<file path="config.mk">
export PLATFORM = sky130hd
export DESIGN_NAME = linear_contrast_stretch_unit
export DESIGN_NICKNAME = d
export VERILOG_FILES = /design/src/hdl/lcs_pkg.sv /design/src/hdl/lcs_div_stage.sv /design/src/hdl/linear_contrast_stretch_unit.sv
export SDC_FILE = /design/constraint.sdc
export NUM_CORES = 1
export LEC_CHECK = 0
export ABC_AREA = 1
export BUFFER_PORTS_ARGS = -buffer_cell sky130_fd_sc_hd__buf_2
export CORE_MARGIN = 8
export CORE_UTILIZATION = 34
export CTS_BUF_LIST = sky130_fd_sc_hd__clkbuf_8 sky130_fd_sc_hd__clkbuf_16
export DETAILED_ROUTE_END_ITERATION = 16
export GPL_TIMING_DRIVEN = 0
export PLACE_DENSITY = 0.45
export SETUP_SLACK_MARGIN = 0.3
export SLEW_MARGIN = 5
export SYNTH_ARGS = -nofsm -noshare
export SYNTH_HDL_FRONTEND = slang
export SYNTH_HIERARCHICAL = 1
export SYNTH_SLANG_ARGS = --single-unit
</file>
<file path="constraint.sdc">
create_clock -name i_clk -period 8.7 [get_ports i_clk]
set_input_delay 1.74 -clock i_clk [delete_from_list [all_inputs] [get_ports i_clk]]
set_output_delay 1.74 -clock i_clk [all_outputs]
set_load 0.1 [all_outputs]
</file>
<file path="src/hdl/lcs_pkg.sv">
// Shared types, constants and the division step for the linear contrast stretch unit.
// Used by lcs_div_stage and linear_contrast_stretch_unit; depends on nothing else.
`default_nettype none
package lcs_pkg;

    localparam int unsigned PIX_W      = 8;
    localparam int unsigned NUM_W      = 2 * PIX_W;
    localparam int unsigned DVD_W      = NUM_W + 1;
    localparam int unsigned QUO_W      = PIX_W + 1;
    localparam int unsigned DIV_STAGES = 3;
    localparam int unsigned STEP_PER_STAGE = QUO_W / DIV_STAGES;
    localparam logic [PIX_W-1:0] PIX_MAX = 8'd255;

    typedef enum logic [1:0] {
        REG_IN_LOW   = 2'd0,
        REG_IN_HIGH  = 2'd1,
        REG_OUT_LOW  = 2'd2,
        REG_OUT_HIGH = 2'd3
    } t_reg_idx;

    typedef struct packed {
        logic             interior;
        logic [PIX_W-1:0] bypass;
        logic [QUO_W-1:0] rem;
        logic [QUO_W-1:0] quot;
        logic [QUO_W-1:0] dvd;
        logic [QUO_W-1:0] dvs;
    } t_div;

    function automatic t_div div_step(input t_div s);
        t_div            r;
        logic [QUO_W:0]  trial;
        r     = s;
        trial = {s.rem, s.dvd[QUO_W-1]};
        if (trial >= {1'b0, s.dvs}) begin
            r.rem  = QUO_W'(trial - {1'b0, s.dvs});
            r.quot = {s.quot[QUO_W-2:0], 1'b1};
        end else begin
            r.rem  = trial[QUO_W-1:0];
            r.quot = {s.quot[QUO_W-2:0], 1'b0};
        end
        r.dvd = {s.dvd[QUO_W-2:0], 1'b0};
        return r;
    endfunction

endpackage
`default_nettype wire

</file>
<file path="src/hdl/lcs_div_stage.sv">
// One registered slice of the restoring divider: three quotient bits per cycle.
// Depends on lcs_pkg for the word type and the step function.
`default_nettype none
module lcs_div_stage
    import lcs_pkg::*;
(
    input  wire logic i_clk,
    input  wire logic i_rst_n,
    input  wire logic i_valid,
    input  wire t_div i_data,
    output logic      o_valid,
    output t_div      o_data
);

    t_div n_data;
    logic r_valid;
    t_div r_data;

    always_comb begin
        n_data = i_data;
        for (int i = 0; i < STEP_PER_STAGE; i++) begin
            n_data = div_step(n_data);
        end
    end

    always_ff @(posedge i_clk) begin
        if (!i_rst_n) begin
            r_valid <= 1'b0;
        end else begin
            r_valid <= i_valid;
        end
    end

    always_ff @(posedge i_clk) begin
        r_data <= n_data;
    end

    assign o_valid = r_valid;
    assign o_data  = r_data;

endmodule
`default_nettype wire

</file>
<file path="src/hdl/linear_contrast_stretch_unit.sv">
// Linear contrast stretch of 8-bit gray pixels, six register stages deep.
// Throughput: one word per cycle; busy is never raised and the receiver cannot stall.
// Reset (synchronous, active low) clears the pipeline valid bits and restores
// the bounds to in 0..255 and out 0..255. Depends on lcs_pkg and lcs_div_stage.
`default_nettype none
module linear_contrast_stretch_unit
    import lcs_pkg::*;
(
    input  wire logic             i_clk,
    input  wire logic             i_rst_n,
    input  wire logic             start,
    output logic                  busy,
    input  wire logic [PIX_W-1:0] i_pixel_in,
    input  wire logic             i_cfg_wr_en,
    input  wire logic [1:0]       i_cfg_index,
    input  wire logic [PIX_W-1:0] i_cfg_wdata,
    output logic                  o_strobe,
    output logic [PIX_W-1:0]      o_pixel_out
);

    logic [PIX_W-1:0] r_in_low;
    logic [PIX_W-1:0] r_in_high;
    logic [PIX_W-1:0] r_out_low;
    logic [PIX_W-1:0] r_out_high;

    logic             accept;
    logic             n_interior;
    logic [PIX_W-1:0] n_bypass;

    logic             r_v1;
    logic             r_int1;
    logic [PIX_W-1:0] r_byp1;
    logic [PIX_W-1:0] r_n1;
    logic [PIX_W-1:0] r_dn1;
    logic [PIX_W-1:0] r_d1;
    logic [PIX_W-1:0] r_olo1;
    logic [PIX_W-1:0] r_ohi1;

    logic [NUM_W-1:0] num2;
    logic [DVD_W-1:0] dividend2;
    logic             r_v2;
    t_div             r_s2;

    logic             v3;
    t_div             s3;
    logic             v4;
    t_div             s4;
    logic             v5;
    t_div             s5;

    logic             r_strobe;
    logic [PIX_W-1:0] r_pixel_out;

    assign busy   = 1'b0;
    assign accept = start && !busy;

    always_ff @(posedge i_clk) begin
        if (!i_rst_n) begin
            r_in_low   <= '0;
            r_in_high  <= PIX_MAX;
            r_out_low  <= '0;
            r_out_high <= PIX_MAX;
        end else if (i_cfg_wr_en) begin
            unique case (t_reg_idx'(i_cfg_index))
                REG_IN_LOW:   r_in_low   <= i_cfg_wdata;
                REG_IN_HIGH:  r_in_high  <= i_cfg_wdata;
                REG_OUT_LOW:  r_out_low  <= i_cfg_wdata;
                REG_OUT_HIGH: r_out_high <= i_cfg_wdata;
                default: ;
            endcase
        end
    end

    always_comb begin
        n_interior = 1'b0;
        n_bypass   = r_out_high;
        if (r_in_low == r_out_low && r_in_high == r_out_high) begin
            n_bypass = i_pixel_in;
        end else if (r_in_low == r_in_high) begin
            n_bypass = r_out_high;
        end else if (i_pixel_in <= r_in_low) begin
            n_bypass = r_out_low;
        end else if (i_pixel_in >= r_in_high) begin
            n_bypass = r_out_high;
        end else begin
            n_interior = 1'b1;
        end
    end

    always_ff @(posedge i_clk) begin
        if (!i_rst_n) begin
            r_v1 <= 1'b0;
            r_v2 <= 1'b0;
        end else begin
            r_v1 <= accept;
            r_v2 <= r_v1;
        end
    end

    always_ff @(posedge i_clk) begin
        r_int1 <= n_interior;
        r_byp1 <= n_bypass;
        r_n1   <= i_pixel_in - r_in_low;
        r_d1   <= r_in_high - r_in_low;
        r_dn1  <= r_in_high - i_pixel_in;
        r_olo1 <= r_out_low;
        r_ohi1 <= r_out_high;
    end

    assign num2      = NUM_W'(r_olo1) * NUM_W'(r_dn1) + NUM_W'(r_ohi1) * NUM_W'(r_n1);
    assign dividend2 = {num2, 1'b0} + DVD_W'(r_d1);

    always_ff @(posedge i_clk) begin
        r_s2.interior <= r_int1;
        r_s2.bypass   <= r_byp1;
        r_s2.rem      <= {1'b0, dividend2[DVD_W-1:QUO_W]};
        r_s2.quot     <= '0;
        r_s2.dvd      <= dividend2[QUO_W-1:0];
        r_s2.dvs      <= {r_d1, 1'b0};
    end

    lcs_div_stage u_div_a (
        .i_clk   (i_clk),
        .i_rst_n (i_rst_n),
        .i_valid (r_v2),
        .i_data  (r_s2),
        .o_valid (v3),
        .o_data  (s3)
    );

    lcs_div_stage u_div_b (
        .i_clk   (i_clk),
        .i_rst_n (i_rst_n),
        .i_valid (v3),
        .i_data  (s3),
        .o_valid (v4),
        .o_data  (s4)
    );

    lcs_div_stage u_div_c (
        .i_clk   (i_clk),
        .i_rst_n (i_rst_n),
        .i_valid (v4),
        .i_data  (s4),
        .o_valid (v5),
        .o_data  (s5)
    );

    always_ff @(posedge i_clk) begin
        if (!i_rst_n) begin
            r_strobe <= 1'b0;
        end else begin
            r_strobe <= v5;
        end
    end

    always_ff @(posedge i_clk) begin
        if (!s5.interior) begin
            r_pixel_out <= s5.bypass;
        end else if (s5.quot[QUO_W-1]) begin
            r_pixel_out <= PIX_MAX;
        end else begin
            r_pixel_out <= s5.quot[PIX_W-1:0];
        end
    end

    assign o_strobe    = r_strobe;
    assign o_pixel_out = r_pixel_out;

`ifndef SYNTHESIS
    a_strobe_follows_start: assert property (@(posedge i_clk) disable iff (!i_rst_n)
        o_strobe |-> $past(start, 6))
        else $error("Output word without a matching start six edges earlier.");

    a_interior_offset: assert property (@(posedge i_clk) disable iff (!i_rst_n)
        (r_v1 && r_int1) |-> (r_n1 != '0 && r_n1 < r_d1))
        else $error("Interior pixel offset outside the input range.");

    a_quotient_fits: assert property (@(posedge i_clk) disable iff (!i_rst_n)
        (v5 && s5.interior) |-> (s5.quot[QUO_W-1] == 1'b0 && s5.rem < s5.dvs))
        else $error("Divider result out of range for an interior pixel.");
`endif

endmodule
`default_nettype wire
</file>
==> results of run 1 <==
-- worst paths after layout --
kind                                endpoint  slack, ns              start  cells after the start
setup / recovery            r_s2[32]$_DFF_P_       2.45  r_olo1[4]$_DFF_P_                     27
hold / removal    u_div_a/o_data[13]$_DFF_P_       0.33   r_s2[10]$_DFF_P_                      0
setup reg to reg            r_s2[32]$_DFF_P_       2.45  r_olo1[4]$_DFF_P_                     27
hold reg to reg   u_div_a/o_data[13]$_DFF_P_       0.33   r_s2[10]$_DFF_P_                      0
-- cell type report --
type	instances	area [um2]	share of cell area
Inverter	429	1610	0.0886
Timing Repair Buffer	30	150	0.00826
Clock buffer	26	639	0.0352
Buffer	44	214	0.0118
Multi-Input combinational cell	1427	10200	0.563
Sequential cell	218	4360	0.240
Clock inverter	19	198	0.0109
Tap cell	615	769	0.0423
-- sequential cells by signal, indices dropped and copies added (netlist names), 18 cells and up --
name,flops
r_s2,33
u_div_c/o_data,18
u_div_a/o_data,36
u_div_b/o_data,36
-- metal layers --
metal | vias up | share of wire | routed length [um] | global-route usage
met2 | 147 | 0.48 | 19000 | 0.249
met1 | 5918 | 0.48 | 19200 | 0.192
li1 | 6660 | - | - | -
met5 | - | 0 | 0 | 0
met3 | 48 | 0.026 | 1020 | 0.0158
met4 | 0 | 0.018 | 708 | 0.0269
-- cells in the final DEF (no fill, tap or decap), types with 13 or more instances in the layout --
cell and instances:
a21o_1 13, nand3b_1 14, nand2_2 36, xor2_1 46, nor2_1 69, dfxtp_1 218
o21ai_0 57, inv_1 418, nand4_1 26, o21ai_2 24, buf_2 32, nand2_1 547
a21oi_1 83, nand3_2 16, nand3_1 81, clkbuf_1 35, clkbuf_16 25, ha_1 174
fa_1 109, nor3_1 15, xnor2_1 43
-- worst max-delay path, cell delays in order (launching register included) --
cell and delay (ns):
dfxtp_1 0.30, clkbuf_1 0.51, nand2_1 0.10, inv_1 0.09, fa_1 0.42, ha_1 0.30
inv_1 0.05, fa_1 0.49, inv_1 0.05, fa_1 0.47, inv_1 0.06, fa_1 0.50
fa_1 0.54, inv_1 0.04, ha_1 0.37, or2_4 0.30, nand2_1 0.08, xnor2_1 0.07
ha_1 0.35, nand2_1 0.09, o21ai_0 0.17, a21oi_1 0.10, nor2_1 0.26, nand2_2 0.12
nor2_4 0.14, nand2_1 0.06, nand2_1 0.06, nand2_1 0.04
-- stage by stage --
stage                     instances  hold WS (ns)  area (um2)  utilization
after floorplan                2118         0.310       16400            -
after detailed placement       2763         0.312       17300        0.364
after CTS                      2808         0.327       18200        0.382
after global routing           2808         0.332       18200        0.382
final                          2808         0.326       18200        0.382
after global placement         2763         0.311       17300        0.364
==> flow_metrics.env, run 1 <==
export IMPL_outcome="complete, no violations"
export IMPL_finalHoldViolations=0
export IMPL_hpwlAfterDp_um=33100
export IMPL_wirelength_um=39900
export IMPL_fin_ws_ns=2.45
export IMPL_die_height_um=236
export IMPL_crit_path_start_kind="register"
export IMPL_synth_area_mm2=0.0164
export IMPL_clk_insertion_delay_late_ns=0.55
export IMPL_drv_slew=0
export IMPL_grtUsageTotal=0.144
export IMPL_die_area_mm2=0.0555
export IMPL_path_max_fanout=8
export IMPL_fin_crit_sh=0.719
export IMPL_cts_max_level=1
export IMPL_numPortBuffers=30
export IMPL_grt_pass1_vias=12700
export IMPL_diodes=0
export IMPL_wire_per_inst_um=14.2
export IMPL_cts_max_path_buffers=3
export IMPL_grt_pass1_wl_um=66000
export IMPL_numClockSinks=218
export IMPL_fin_setup_tns_ns=0
export IMPL_num_rows=80
export IMPL_drv_cap=0
export IMPL_gp_congestion=0.811
export IMPL_syn_inst=2113
export IMPL_antenna_found_initial=0
export IMPL_slew_headroom=0.537
export IMPL_yosys_warnings=6
export IMPL_hp_class="reg -> reg"
export IMPL_ctsHoldBuffers=0
export IMPL_vias=12800
export IMPL_critical_path_arrival_ns=6.68
export IMPL_cts_buffers=25
export IMPL_remaining_drc_errors=0
export IMPL_io_pins=32
export IMPL_die_w_um=236
export IMPL_ctsResizeCount=0
export IMPL_core_mm2=0.0476
export IMPL_cts_root_buffer="clkbuf_16"
export IMPL_nets=2480
export IMPL_grt_start_max_net_pins=16
export IMPL_postCtsSetupRepairBufs=0
export IMPL_critPathKind="reg -> reg"
export IMPL_synth_area_per_cell_um2=7.76
export IMPL_required_ns=9.13
export IMPL_antenna_left=0
export IMPL_place_ws_ns=2.41
export IMPL_setup_viol=0
export IMPL_max_freq_ghz=0.160
export IMPL_routed_via_density=4.55
export IMPL_area_growth_pct=10.8
export IMPL_drive_gt1_frac=0.0939
export IMPL_rsz0062_at_grt="no"
export IMPL_endpoint_kind="register"
export IMPL_dr_pass1_iters=5
export IMPL_drt_iter0_drc=566
export IMPL_period_needed_ns=6.25
export IMPL_tightest_slew_ns=0.695
export IMPL_grt_remaining_overflow=0
export IMPL_start_util=0.344
export IMPL_cts_tree="yes"
export IMPL_cts_clk_slew_worst_paths_ns=0.06
export IMPL_fillers=5024
export IMPL_clock_skew_ns=0.0189
Power of run 1 is left out: the tool's default activity adds up to more than one toggle a clock period on the data nets, which glitch-free logic cannot reach.
==> inputs of run 2 (changes only) <==
PLACE_DENSITY = 0.47   (was 0.45)
clock period = 5.3 ns   (was 8.7 ns; I/O delays follow)
==> run 2 against run 1 <==
  * Hold slack worse by 0.00086 ns
  * Via count is 3.7% higher
  * Clock skew is 0.0099 ns lower
  * Final cell count is 3.0% higher
  * Critical path depth is 3 lower
  * Global-route usage is 0.32 points higher
  * Critical path type unchanged
  * Largest cell class unchanged
  * Highest routed layer unchanged
==> flow_metrics.env, run 2 (same netlist as run 1, synthesis figures left out) <==
export IMPL_hp_class="reg -> reg"
export IMPL_gp_congestion=0.843
export IMPL_path_max_fanout=8
export IMPL_cts_buffers=25
export IMPL_drt_iter0_drc=564
export IMPL_place_ws_ns=-0.498
export IMPL_cp_slowest_cell="fa_1"
export IMPL_critical_path_arrival_ns=5.70
export IMPL_max_freq_ghz=0.189
export IMPL_hpwlAfterDp_um=33300
export IMPL_start_util=0.344
export IMPL_vias=13200
export IMPL_cpPeakStageDelay_ns=0.57
export IMPL_worstReg2RegEnd="r_s2[32]$_DFF_P_"
export IMPL_numPortBuffers=30
export IMPL_die_w_um=236
export IMPL_clock_skew_ns=0.00900
export IMPL_wire_per_inst_um=14.4
export IMPL_placed_area_mm2=0.0176
export IMPL_tightest_slew_ns=0.494
export IMPL_slew_headroom=0.668
export IMPL_endpoint_kind="register"
export IMPL_core_mm2=0.0476
export IMPL_drive_gt1_frac=0.207
export IMPL_cp_cell_sequence="buf_2 -> nand2_1 -> inv_1 -> fa_1 -> inv_1 -> fa_1 -> inv_1 -> fa_1 -> fa_1 -> fa_1 -> inv_1 -> fa_1 -> inv_1 -> ha_4 -> nand2_2 -> inv_1 -> a21oi_2 -> nand3_2 -> nand2_2 -> nand3_4 -> nor2_4 -> nand2_1 -> nand2_1 -> nand2_1"
export IMPL_fin_ws_ns=0.0174
export IMPL_fillers=4864
export IMPL_grt_start_max_net_pins=16
export IMPL_drv_slew=0
export IMPL_worstHoldPathCells=0
export IMPL_grt_pass1_wl_um=67700
export IMPL_die_height_um=236
export IMPL_io_pins=32
export IMPL_hp_start="u_div_a/o_data[36]$_DFF_P_"
export IMPL_final_cell_area_mm2=0.0200
export IMPL_cts_clk_slew_worst_paths_ns=0.06
export IMPL_outcome="complete, no violations"
export IMPL_setup_viol=0
export IMPL_numClockSinks=218
export IMPL_clk_insertion_delay_late_ns=0.54
export IMPL_placed_cells=2763
export IMPL_multiInputGateArea_mm2=0.0111
export IMPL_grt_pass1_vias=13300
export IMPL_period_needed_ns=5.28
export IMPL_ff2ff_path_depth=24
export IMPL_required_ns=5.72
export IMPL_drv_cap=0
export IMPL_antenna_found_initial=1
export IMPL_routed_via_density=4.58
export IMPL_layout_common_cells="nand2_1 (509), inv_1 (399), dfxtp_1 (206), ha_1 (141), fa_1 (101)"
export IMPL_wirelength_um=41600
export IMPL_regArea_mm2=0.00438
export IMPL_dr_pass1_iters=5
export IMPL_diodes=0
export IMPL_rsz0062_at_grt="yes"
export IMPL_die_area_mm2=0.0555
export IMPL_nets=2563
export IMPL_fin_crit_sh=0.997
export IMPL_cts_max_path_buffers=3
export IMPL_antenna_left=0
export IMPL_layout_commonest_cell="nand2_1"
export IMPL_finalHoldViolations=0
export IMPL_cts_tree="yes"
export IMPL_reg2reg_slack_ns=0.02
export IMPL_num_rows=80
export IMPL_remaining_drc_errors=0
export IMPL_grt_remaining_overflow=0
export IMPL_cts_max_level=1
export IMPL_critPathKind="reg -> reg"
export IMPL_area_growth_pct=21.9
export IMPL_cts_root_buffer="clkbuf_16"
export IMPL_crit_path_start_kind="register"
export IMPL_r2r_start="r_n1[5]$_DFF_P_"
export IMPL_fin_cells=2891
export IMPL_grtUsageTotal=0.147
export IMPL_whs_endpoint="u_div_b/o_data[36]$_DFF_P_"
export IMPL_ctsHoldBuffers=0
run 2: changes by cell type in the layout (fill, tap and decap cells not counted), moves of 19 or more:
cell / previous run / this run
clkbuf_1: 35 / 6
buf_4: 2 / 81
inv_2: 9 / 31
ha_4: 0 / 29
ha_1: 174 / 141
nand2_2: 36 / 59
nand2_1: 547 / 509
inv_1: 418 / 399
run 2: repair_timing:
| item | CTS | global route |
|---|---|---|
| setup buffers | 45 | 35 |
| gates cloned | 1 | 2 |
| pin swaps | 49 | 81 |
| setup endpoints to repair | 30 | 32 |
| gates resized for setup | 83 | 149 |
run 2: layout make-up:
| cell class | instances | share of cell area |
|---|---|---|
| multi-input cells | 1429 | 0.557 |
| flip-flops and latches | 218 | 0.219 |
| inverters | 429 | 0.0807 |
| repair buffers | 111 | 0.0403 |
| well taps | 615 | 0.0385 |
| clock buffers | 26 | 0.0320 |
| plain buffers | 44 | 0.0225 |
| clock inverters | 19 | 0.0103 |
run 2: stage by stage:
step	TNS, ns	hold slack [ns]	util
detailed placement	-7.27	0.312	0.370
CTS	-0.383	0.323	0.402
global placement	-5.62	0.310	0.370
global route	-1.41	0.332	0.420
finish	0	0.325	0.420
floorplan	0	0.310	-
run 2: how the worst max path moves through the flow:
stage	slack [ns]	start	endpoint	cells past startpoint
detailed placement	-0.50	r_s2[9]$_DFF_P_	u_div_a/o_data[27]$_DFF_P_	30
global route	-0.21	r_olo1[2]$_DFF_P_	r_s2[33]$_DFF_P_	28
finish	0.02	r_n1[5]$_DFF_P_	r_s2[32]$_DFF_P_	24
global placement	-0.41	r_s2[9]$_DFF_P_	u_div_a/o_data[27]$_DFF_P_	30
CTS	-0.1	r_olo1[4]$_DFF_P_	r_s2[32]$_DFF_P_	27
floorplan	0.19	r_dn1[1]$_DFF_P_	r_s2[32]$_DFF_P_	27
run 2: routing by layer:
metal  wire [um]  up-vias  part of all wire  GRT usage
li1            -     6832                 -          -
met1       19300     6192              0.46      0.187
met2       20300      165              0.49      0.263
met3        1080       55             0.026     0.0166
met4         921        0             0.022     0.0322
met5           0        -                 0          0
run 2: critical path, delay by kind of cell, from the launching register on:
family	cells	cell delay, ns
compound gates	1	0.18
fa+ha+maj	7	3.37
flops	1	0.29
simple gates	9	0.80
buf+inv	7	0.52
Power of run 2 is left out for the same reason.
==> inputs of run 3 (changes only) <==
REMOVE_ABC_BUFFERS = 1   (was not set)
==> run 3 against run 2 <==
  * Sequential share of layout area grew 0.74 points
  * Routed wire length down 1.8%
  * Clock skew grew 0.012 ns
  * Cell area fell by 1.3%
  * Via count down 1.8%
  * Setup slack gained 0.016 ns
  * First-iteration DRC count up 9.9%
  * Count of clock-buffer cells in the layout grew 2
  * Final cell count is 1.4% lower
  * Utilization down 0.55 points
  * Hold slack worse by 0.0018 ns
  * Critical endpoint unchanged
==> flow_metrics.env, run 3 (same netlist as run 1, synthesis figures left out) <==
export IMPL_worst_path_buf_inv=5
export IMPL_area_growth_pct=20.3
export IMPL_grtUsageTotal=0.145
export IMPL_hp_class="reg -> reg"
export IMPL_grt_pass1_vias=13100
export IMPL_crit_path_start_kind="register"
export IMPL_slew_headroom=0.335
export IMPL_cpPeakStageDelay_ns=0.53
export IMPL_outcome="complete, no violations"
export IMPL_ff2ff_path_depth=26
export IMPL_layout_commonest_cell="nand2_1"
export IMPL_cts_max_level=1
export IMPL_required_ns=5.73
export IMPL_finalHoldViolations=0
export IMPL_critPathKind="reg -> reg"
export IMPL_max_freq_ghz=0.190
export IMPL_diodes=0
export IMPL_routed_wl_met2_um=19400
export IMPL_core_mm2=0.0476
export IMPL_fin_crit_sh=0.994
export IMPL_regArea_mm2=0.00447
export IMPL_path_max_fanout=5
export IMPL_period_needed_ns=5.27
export IMPL_die_w_um=236
export IMPL_io_pins=32
export IMPL_cts_clk_slew_worst_paths_ns=0.06
export IMPL_whs_ns=0.323
export IMPL_setup_viol=0
export IMPL_num_rows=80
export IMPL_clock_skew_ns=0.0210
export IMPL_cts_root_buffer="clkbuf_16"
export IMPL_routed_via_density=4.56
export IMPL_wirelength_um=40900
export IMPL_highest_layer="met4"
export IMPL_layout_common_cells="nand2_1 (517), inv_1 (401), dfxtp_1 (185), ha_1 (141), fa_1 (101)"
export IMPL_fin_setup_tns_ns=0
export IMPL_dr_pass1_iters=5
export IMPL_remaining_drc_errors=0
export IMPL_hpwlAfterDp_um=31900
export IMPL_antenna_found_initial=0
export IMPL_cp_num_cells=26
export IMPL_grt_remaining_overflow=0
export IMPL_fillers=4845
export IMPL_cts_max_path_buffers=3
export IMPL_postLayoutCoreUtil=0.414
export IMPL_clk_insertion_delay_late_ns=0.55
export IMPL_gp_congestion=0.839
export IMPL_ctsHoldBuffers=0
export IMPL_worstHoldPathCells=0
export IMPL_place_ws_ns=-0.844
export IMPL_cts_tree="yes"
export IMPL_grt_start_max_net_pins=32
export IMPL_wire_per_inst_um=14.3
export IMPL_fin_ws_ns=0.0333
export IMPL_drt_met1_wl_um=19400
export IMPL_die_area_mm2=0.0555
export IMPL_drv_cap=0
export IMPL_vias=13000
export IMPL_nets=2522
export IMPL_drt_iter0_drc=620
export IMPL_multiInputGateArea_mm2=0.0111
export IMPL_met3WireLength_um=1220
export IMPL_critical_path_arrival_ns=5.69
export IMPL_tightest_slew_ns=0.994
export IMPL_cts_buffers=25
export IMPL_drive_gt1_frac=0.200
export IMPL_grt_pass1_wl_um=66800
export IMPL_endpoint_kind="register"
export IMPL_die_height_um=236
export IMPL_antenna_left=0
export IMPL_drv_slew=0
export IMPL_cp_top_family="adder cells"
export IMPL_numPortBuffers=30
export IMPL_start_util=0.344
export IMPL_numClockSinks=218
export IMPL_cp_slowest_cell="fa_1"
export IMPL_rsz0062_at_grt="yes"
## run 3: changes by cell type in the layout (fill, tap and decap cells not counted), sizes merged
cell	before	now
bufinv	2	5
clkinv	5	9
nor2	84	85
clkinvlp	4	3
clkbuf	46	28
inv	437	430
nand3	100	99
buf	135	114
## run 3: worst paths after layout
| check | end | slack, ns | from |
|---|---|---|---|
| hold reg to reg | u_div_c/o_data[37]$_DFF_P_ | 0.32 | u_div_b/o_data[37]$_DFF_P_ |
| hold / removal | u_div_c/o_data[37]$_DFF_P_ | 0.32 | u_div_b/o_data[37]$_DFF_P_ |
| setup reg to reg | r_s2[32]$_DFF_P_ | 0.03 | r_olo1[4]$_DFF_P_ |
| setup / recovery | r_s2[32]$_DFF_P_ | 0.03 | r_olo1[4]$_DFF_P_ |
## run 3: area by class of cell
class,instances,share of cell area
Clock inverter,18,0.0136
Tap cell,615,0.0390
Clock buffer,28,0.0338
Sequential cell,218,0.226
Inverter,429,0.0819
Timing Repair Buffer,114,0.0444
Multi-Input combinational cell,1429,0.561
## run 3: routing by layer
layer,global-route usage,vias to the layer above
li1,-,6746
met1,0.189,6049
met2,0.254,164
met3,0.0184,53
met4,0.0339,0
met5,0,-
## run 3: repair_timing
item | in CTS | in global routing
buffers inserted | 64 | 20
pin swaps | 88 | 40
cloned | 2 | 0
setup endpoints to repair | 31 | 32
gates resized for setup | 160 | 78
## run 3: per-stage QoR
stage / cell area [um2] / instances
2_1_floorplan: 16200 / 2074
3_3_place_gp: 17100 / 2719
3_5_place_dp: 17100 / 2719
4_1_cts: 19200 / 2831
5_1_grt: 19700 / 2851
6_report: 19700 / 2851
Power of run 3 is left out for the same reason.
